**src/rtl/core/cht_pkg.sv**
```systemverilog
`timescale 1ns / 1ps
// Shared types and constants of the chained hash table engine.
// No dependencies; used by the interfaces, the modulo unit and the top level.
package cht_pkg;

   localparam int BUCKETS = 4096;
   localparam int NODES   = 8192;

   localparam int BKT_W   = $clog2(BUCKETS);
   localparam int NODE_W  = $clog2(NODES);
   localparam int CNT_W   = $clog2(NODES + 1);
   localparam int BCNT_W  = 13;
   localparam int WORD_W  = 32;

   // dividend bits consumed per cycle by the modulo unit
   localparam int MOD_RADIX_BITS = 4;
   localparam int MOD_STEPS      = WORD_W / MOD_RADIX_BITS;
   localparam int MOD_CNT_W      = $clog2(MOD_STEPS);

   localparam logic [WORD_W-1:0] DELETED_CODE = '1;

   typedef enum logic [1:0] {
      FN_ADD    = 2'd0,
      FN_FIND   = 2'd1,
      FN_DELETE = 2'd2,
      FN_CLEAR  = 2'd3
   } func_type;

   typedef enum logic [2:0] {
      ST_ADDED   = 3'd0,
      ST_UPDATED = 3'd1,
      ST_FULL    = 3'd2,
      ST_HIT     = 3'd3,
      ST_MISS    = 3'd4,
      ST_CLEARED = 3'd5
   } status_type;

   typedef struct packed {
      logic              valid;
      logic [NODE_W-1:0] idx;
   } head_type;

   typedef struct packed {
      logic [WORD_W-1:0] sign_high;
      logic [WORD_W-1:0] sign_low;
      logic [WORD_W-1:0] code;
      logic [WORD_W-1:0] value;
      logic              link_valid;
      logic [NODE_W-1:0] link;
   } node_type;

   typedef struct packed {
      logic              start;
      logic [WORD_W-1:0] dividend;
      logic [BCNT_W-1:0] divisor;
   } mod_req_type;

   typedef struct packed {
      logic              busy;
      logic              done;
      logic [BCNT_W-1:0] remainder;
   } mod_rsp_type;

endpackage

```
**src/rtl/core/cht_mod.sv**
```systemverilog
`timescale 1ns / 1ps
// Iterative modulo unit: 32-bit dividend mod 13-bit divisor, radix-16 restoring.
// Depends on cht_pkg.
module cht_mod (
   input  logic                 clock,
   input  logic                 reset,
   input  cht_pkg::mod_req_type mod_req,
   output cht_pkg::mod_rsp_type mod_rsp
);

   logic                            busy_ff, busy_in;
   logic                            done_ff, done_in;
   logic [cht_pkg::MOD_CNT_W-1:0]   cnt_ff, cnt_in;
   logic [cht_pkg::WORD_W-1:0]      dvd_ff, dvd_in;
   logic [cht_pkg::BCNT_W-1:0]      div_ff, div_in;
   logic [cht_pkg::BCNT_W-1:0]      rem_ff, rem_in;
   logic [cht_pkg::BCNT_W-1:0]      rem_step;

   always_comb begin
      logic [cht_pkg::BCNT_W:0] t;
      rem_step = rem_ff;
      for (int k = 0; k < cht_pkg::MOD_RADIX_BITS; k++) begin
         t = {rem_step, dvd_ff[cht_pkg::WORD_W-1-k]};
         if (t >= {1'b0, div_ff}) begin
            t = t - {1'b0, div_ff};
         end
         rem_step = t[cht_pkg::BCNT_W-1:0];
      end
   end

   always_comb begin
      busy_in = busy_ff;
      done_in = 1'b0;
      cnt_in  = cnt_ff;
      dvd_in  = dvd_ff;
      div_in  = div_ff;
      rem_in  = rem_ff;
      if (mod_req.start) begin
         busy_in = 1'b1;
         cnt_in  = '0;
         dvd_in  = mod_req.dividend;
         div_in  = mod_req.divisor;
         rem_in  = '0;
      end else if (busy_ff) begin
         rem_in = rem_step;
         dvd_in = dvd_ff << cht_pkg::MOD_RADIX_BITS;
         cnt_in = cnt_ff + 1'b1;
         if (cnt_ff == cht_pkg::MOD_CNT_W'(cht_pkg::MOD_STEPS - 1)) begin
            busy_in = 1'b0;
            done_in = 1'b1;
         end
      end
   end

   always_ff @(posedge clock) begin
      if (reset) begin
         busy_ff <= 1'b0;
         done_ff <= 1'b0;
         cnt_ff  <= '0;
      end else begin
         busy_ff <= busy_in;
         done_ff <= done_in;
         cnt_ff  <= cnt_in;
      end
      dvd_ff <= dvd_in;
      div_ff <= div_in;
      rem_ff <= rem_in;
   end

   assign mod_rsp.busy      = busy_ff;
   assign mod_rsp.done      = done_ff;
   assign mod_rsp.remainder = rem_ff;

   a_done_after_busy: assert property (@(posedge clock) disable iff (reset)
      done_ff |-> $past(busy_ff)) else $error("modulo done without a running division");
   a_rem_below_div: assert property (@(posedge clock) disable iff (reset)
      (done_ff && div_ff != '0) |-> (rem_ff < div_ff)) else $error("remainder not below divisor");
   a_no_start_busy: assert property (@(posedge clock) disable iff (reset)
      busy_ff |-> !done_ff) else $error("busy and done together");

endmodule

```
**config.mk**
```make
export PLATFORM = sky130hd
export DESIGN_NAME = cht_mod
export DESIGN_NICKNAME = d
export VERILOG_FILES = /design/src/rtl/core/cht_pkg.sv /design/src/rtl/core/cht_mod.sv
export SDC_FILE = /design/constraint.sdc
export NUM_CORES = 1
export LEC_CHECK = 0
export ABC_AREA = 1
export BUFFER_PORTS_ARGS = -buffer_cell sky130_fd_sc_hd__buf_2
export CAP_MARGIN = 10
export CORE_UTILIZATION = 60
export CTS_CLUSTER_SIZE = 40
export DETAILED_ROUTE_END_ITERATION = 6
export GPL_ROUTABILITY_DRIVEN = 0
export PLACE_DENSITY = 0.81
export SLEW_MARGIN = 20
export SYNTH_ARGS = -nofsm -noshare
export SYNTH_HDL_FRONTEND = slang
export SYNTH_SLANG_ARGS = --single-unit
```
**constraint.sdc**
```tcl
create_clock -name clock -period 7.9 [get_ports clock]
set_clock_uncertainty 0.05 [all_clocks]
set_input_delay 1.58 -clock clock [delete_from_list [all_inputs] [get_ports clock]]
set_output_delay 1.58 -clock clock [all_outputs]
set_load 0.05 [all_outputs]
```
==> results.md <==
* Outcome: completed
* CTS tree: yes
* Crit Path Max Fanout at 14
* Total Nets Final at ~1100
* Syn_area_per_cell at just under 7 um^2
* Critical path type: register to register
* Vias in the first global route at 5214
* Post-synthesis cell area at roughly 6000 um^2
* Die W at between 100 and 150 um
* Multi-input gate area at between 3000 and 4000 um^2
* Hold buffer count at cts at 0
* DP Wirelength at between 10 and 15 mm
* Via density at approximately 5.4
* WL final at 15.8 mm
* Final Hold Fails at 0
* Final period utilization at between 90% and 100%
* DRC viols at 0
* Fraction of layout cells with a size suffix above 1 at 14.2%
* Critical Path Sink Type: register
* Worst R2R Path Depth at 50
* HP Class: register to register
* Starting Density at 61.8%
* Fmax at about 0.13 GHz
* Critical Path Slowest Stage Cell: edfxtp_1
* Reg-to-reg startpoint: div_ff[1]
* Clock period minus final worst setup slack at approximately 7.4 ns
* Initial antenna violation count at 0
* Sink Count at between 60 and 70
* Buffer depth of the longest clock path at 2
* Startpoint Class: register
* Clock latency at the later pin of the worst-skew pair at between 0.3 and 0.4 ns
* Warnings, synthesis at 0
* Layout area overhead at 12.9%
* First-pass GRT wire length at approximately 25 mm
* CP most frequent cell: nand2_1
* Ys async rst share at 0%
* DR WL/cell at ~14 um
* Ports at 63
* Port bufs at 62
* Max transition margin at between 30% and 40%
* Slew Limit Fails at 0
* Total track usage at 31.5%
* Flop2flop setup slack at 0.49 ns
* Seq cells post-synth at between 60 and 70
* Synth unique cells at 40
* Ys flop type: edfxtp_1
* Req. time, crit path at 8.08 ns
* Root Driver: clkbuf_8
* Syn nets at ~1000
* Hold depth at 2
* Sequential share of the synthesized area at 28.5%
* Worst setup path start: div_ff[1]
* Crit-path max cell delay at 0.48 ns
* Clock transition at the registers of the reported paths at 0.07 ns
* Final antenna-violating net count at 0
* Most common cell after layout, fill and taps aside: nand2_1
* H-Tree Level Count at 3
* Die ar. at ~10000 um^2
* CP endpoint: rem_ff[8]
* Critical path arrival at between 7 and 8 ns
* Most frequent cells in the layout: 339 x nand2_1, 131 x inv_1, 76 x nand3_1
* Number of max-cap violations at 0
* Num CTS Buffers at 9
* Antenna cells at 0
* Die Y at about 100 um
* Largest net degree at the start of global routing at 50
* Post-synth EDFFs at 45
* # setup viols final at 0
* Slew at the pin with the worst max-slew slack at 0.976 ns
* Num rows at 36
* Final Util at about 70%
* DRT iter0 DRCs at 614
* Grt total ovfl at 0
* Layout fillers at 836
* 1st-pass router iterations at 6
* Gate Count Post-Synth at around 900
* Core area at just under 10000 um^2
* Register Area at around 1700 um^2
* Via count at 5943
* Reg-to-Reg End: rem_ff[8]
-- critical path: cells and delay by family, from the launching register on --
family | cells | cell delay (ns)
adders and majority gates | 4 | 1.32
DFF | 1 | 0.48
AOI/OAI and AO/OA | 6 | 0.93
buffers and inverters | 9 | 1.08
and+or+nand+nor | 31 | 3.43
-- synth_stat cells (9+ instances only) --
library cell	number	share of area, %
nand2_1	339	21
inv_1	132	8.2
nand3_1	77	6.4
ha_1	54	11
edfxtp_1	45	22
nor2_1	38	2.4
a21oi_1	28	2.3
nand4_1	24	2.5
xor2_1	21	3.1
dfxtp_1	18	6.0
xnor2_1	14	2.0
clkbuf_1	12	0.75
inv_2	9	0.56
o21ai_0	9	0.75
-- sequential cells by signal, indices dropped and copies added, names as in the netlist --
signal	count
dvd_ff	32
cnt_ff	3
div_ff	13
done_ff	1
busy_ff	1
rem_ff	13
-- final cells by class --
| type | instances | share of cell area, % |
|---|---|---|
| clock buffer | 11 | 1.94 |
| clock inverter | 5 | 0.867 |
| inverter | 141 | 7.80 |
| multi-input combinational | 663 | 54.7 |
| sequential | 63 | 25.2 |
| tap | 133 | 2.45 |
| timing repair buffer | 84 | 7.01 |
-- metrics by stage --
stage	area (um^2)	setup TNS [ns]	hold WS (ns)	cells	worst slack [ns]
5_1_grt	6790	-0.0370	0.458	1100	-0.0245
3_5_place_dp	6490	0	0.410	1076	0.303
6_report	6790	0	0.418	1100	0.492
2_1_floorplan	6010	0	0.392	889	0.845
4_1_cts	6680	0	0.419	1092	0.262
3_3_place_gp	6490	0	0.406	1076	0.428
-- how the worst min path moves through the flow --
stage | start | end | slack, ns
after floorplan | cnt_ff[1] | cnt_ff[1] | 0.39
after global placement | cnt_ff[1] | cnt_ff[1] | 0.41
after detailed placement | cnt_ff[1] | cnt_ff[1] | 0.41
after CTS | cnt_ff[1] | cnt_ff[1] | 0.42
after global routing | cnt_ff[2] | cnt_ff[2] | 0.46
final | cnt_ff[1] | cnt_ff[1] | 0.42
-- per-layer routing --
metal  up-vias  global-route usage (%)  wire, um
li1       3001                       -         -
met2       293                    47.5      6720
met4         0                    12.7       644
met3        49                    6.09      1390
met5         -                       0         0
met1      2600                    44.3      7070
-- kinds of logic after synthesis --
family,share of synthesized area [%]
AO/OA/AOI/OAI,6.77
buffers and inverters,10.8
flip-flops,28.5
AND/OR/NAND/NOR,36.3
XOR/XNOR,5.10
adder cells (fa/ha/maj),12.6
-- timing repair --
action	4_1_cts	5_1_grt
resized for setup	0	11
hold endpoints to repair	0	0
endpoints found under the setup margin	0	13
buffers inserted	0	6
Power is left out: the tool's default activity adds up to more than one toggle a clock period on the data nets, which glitch-free logic cannot reach.
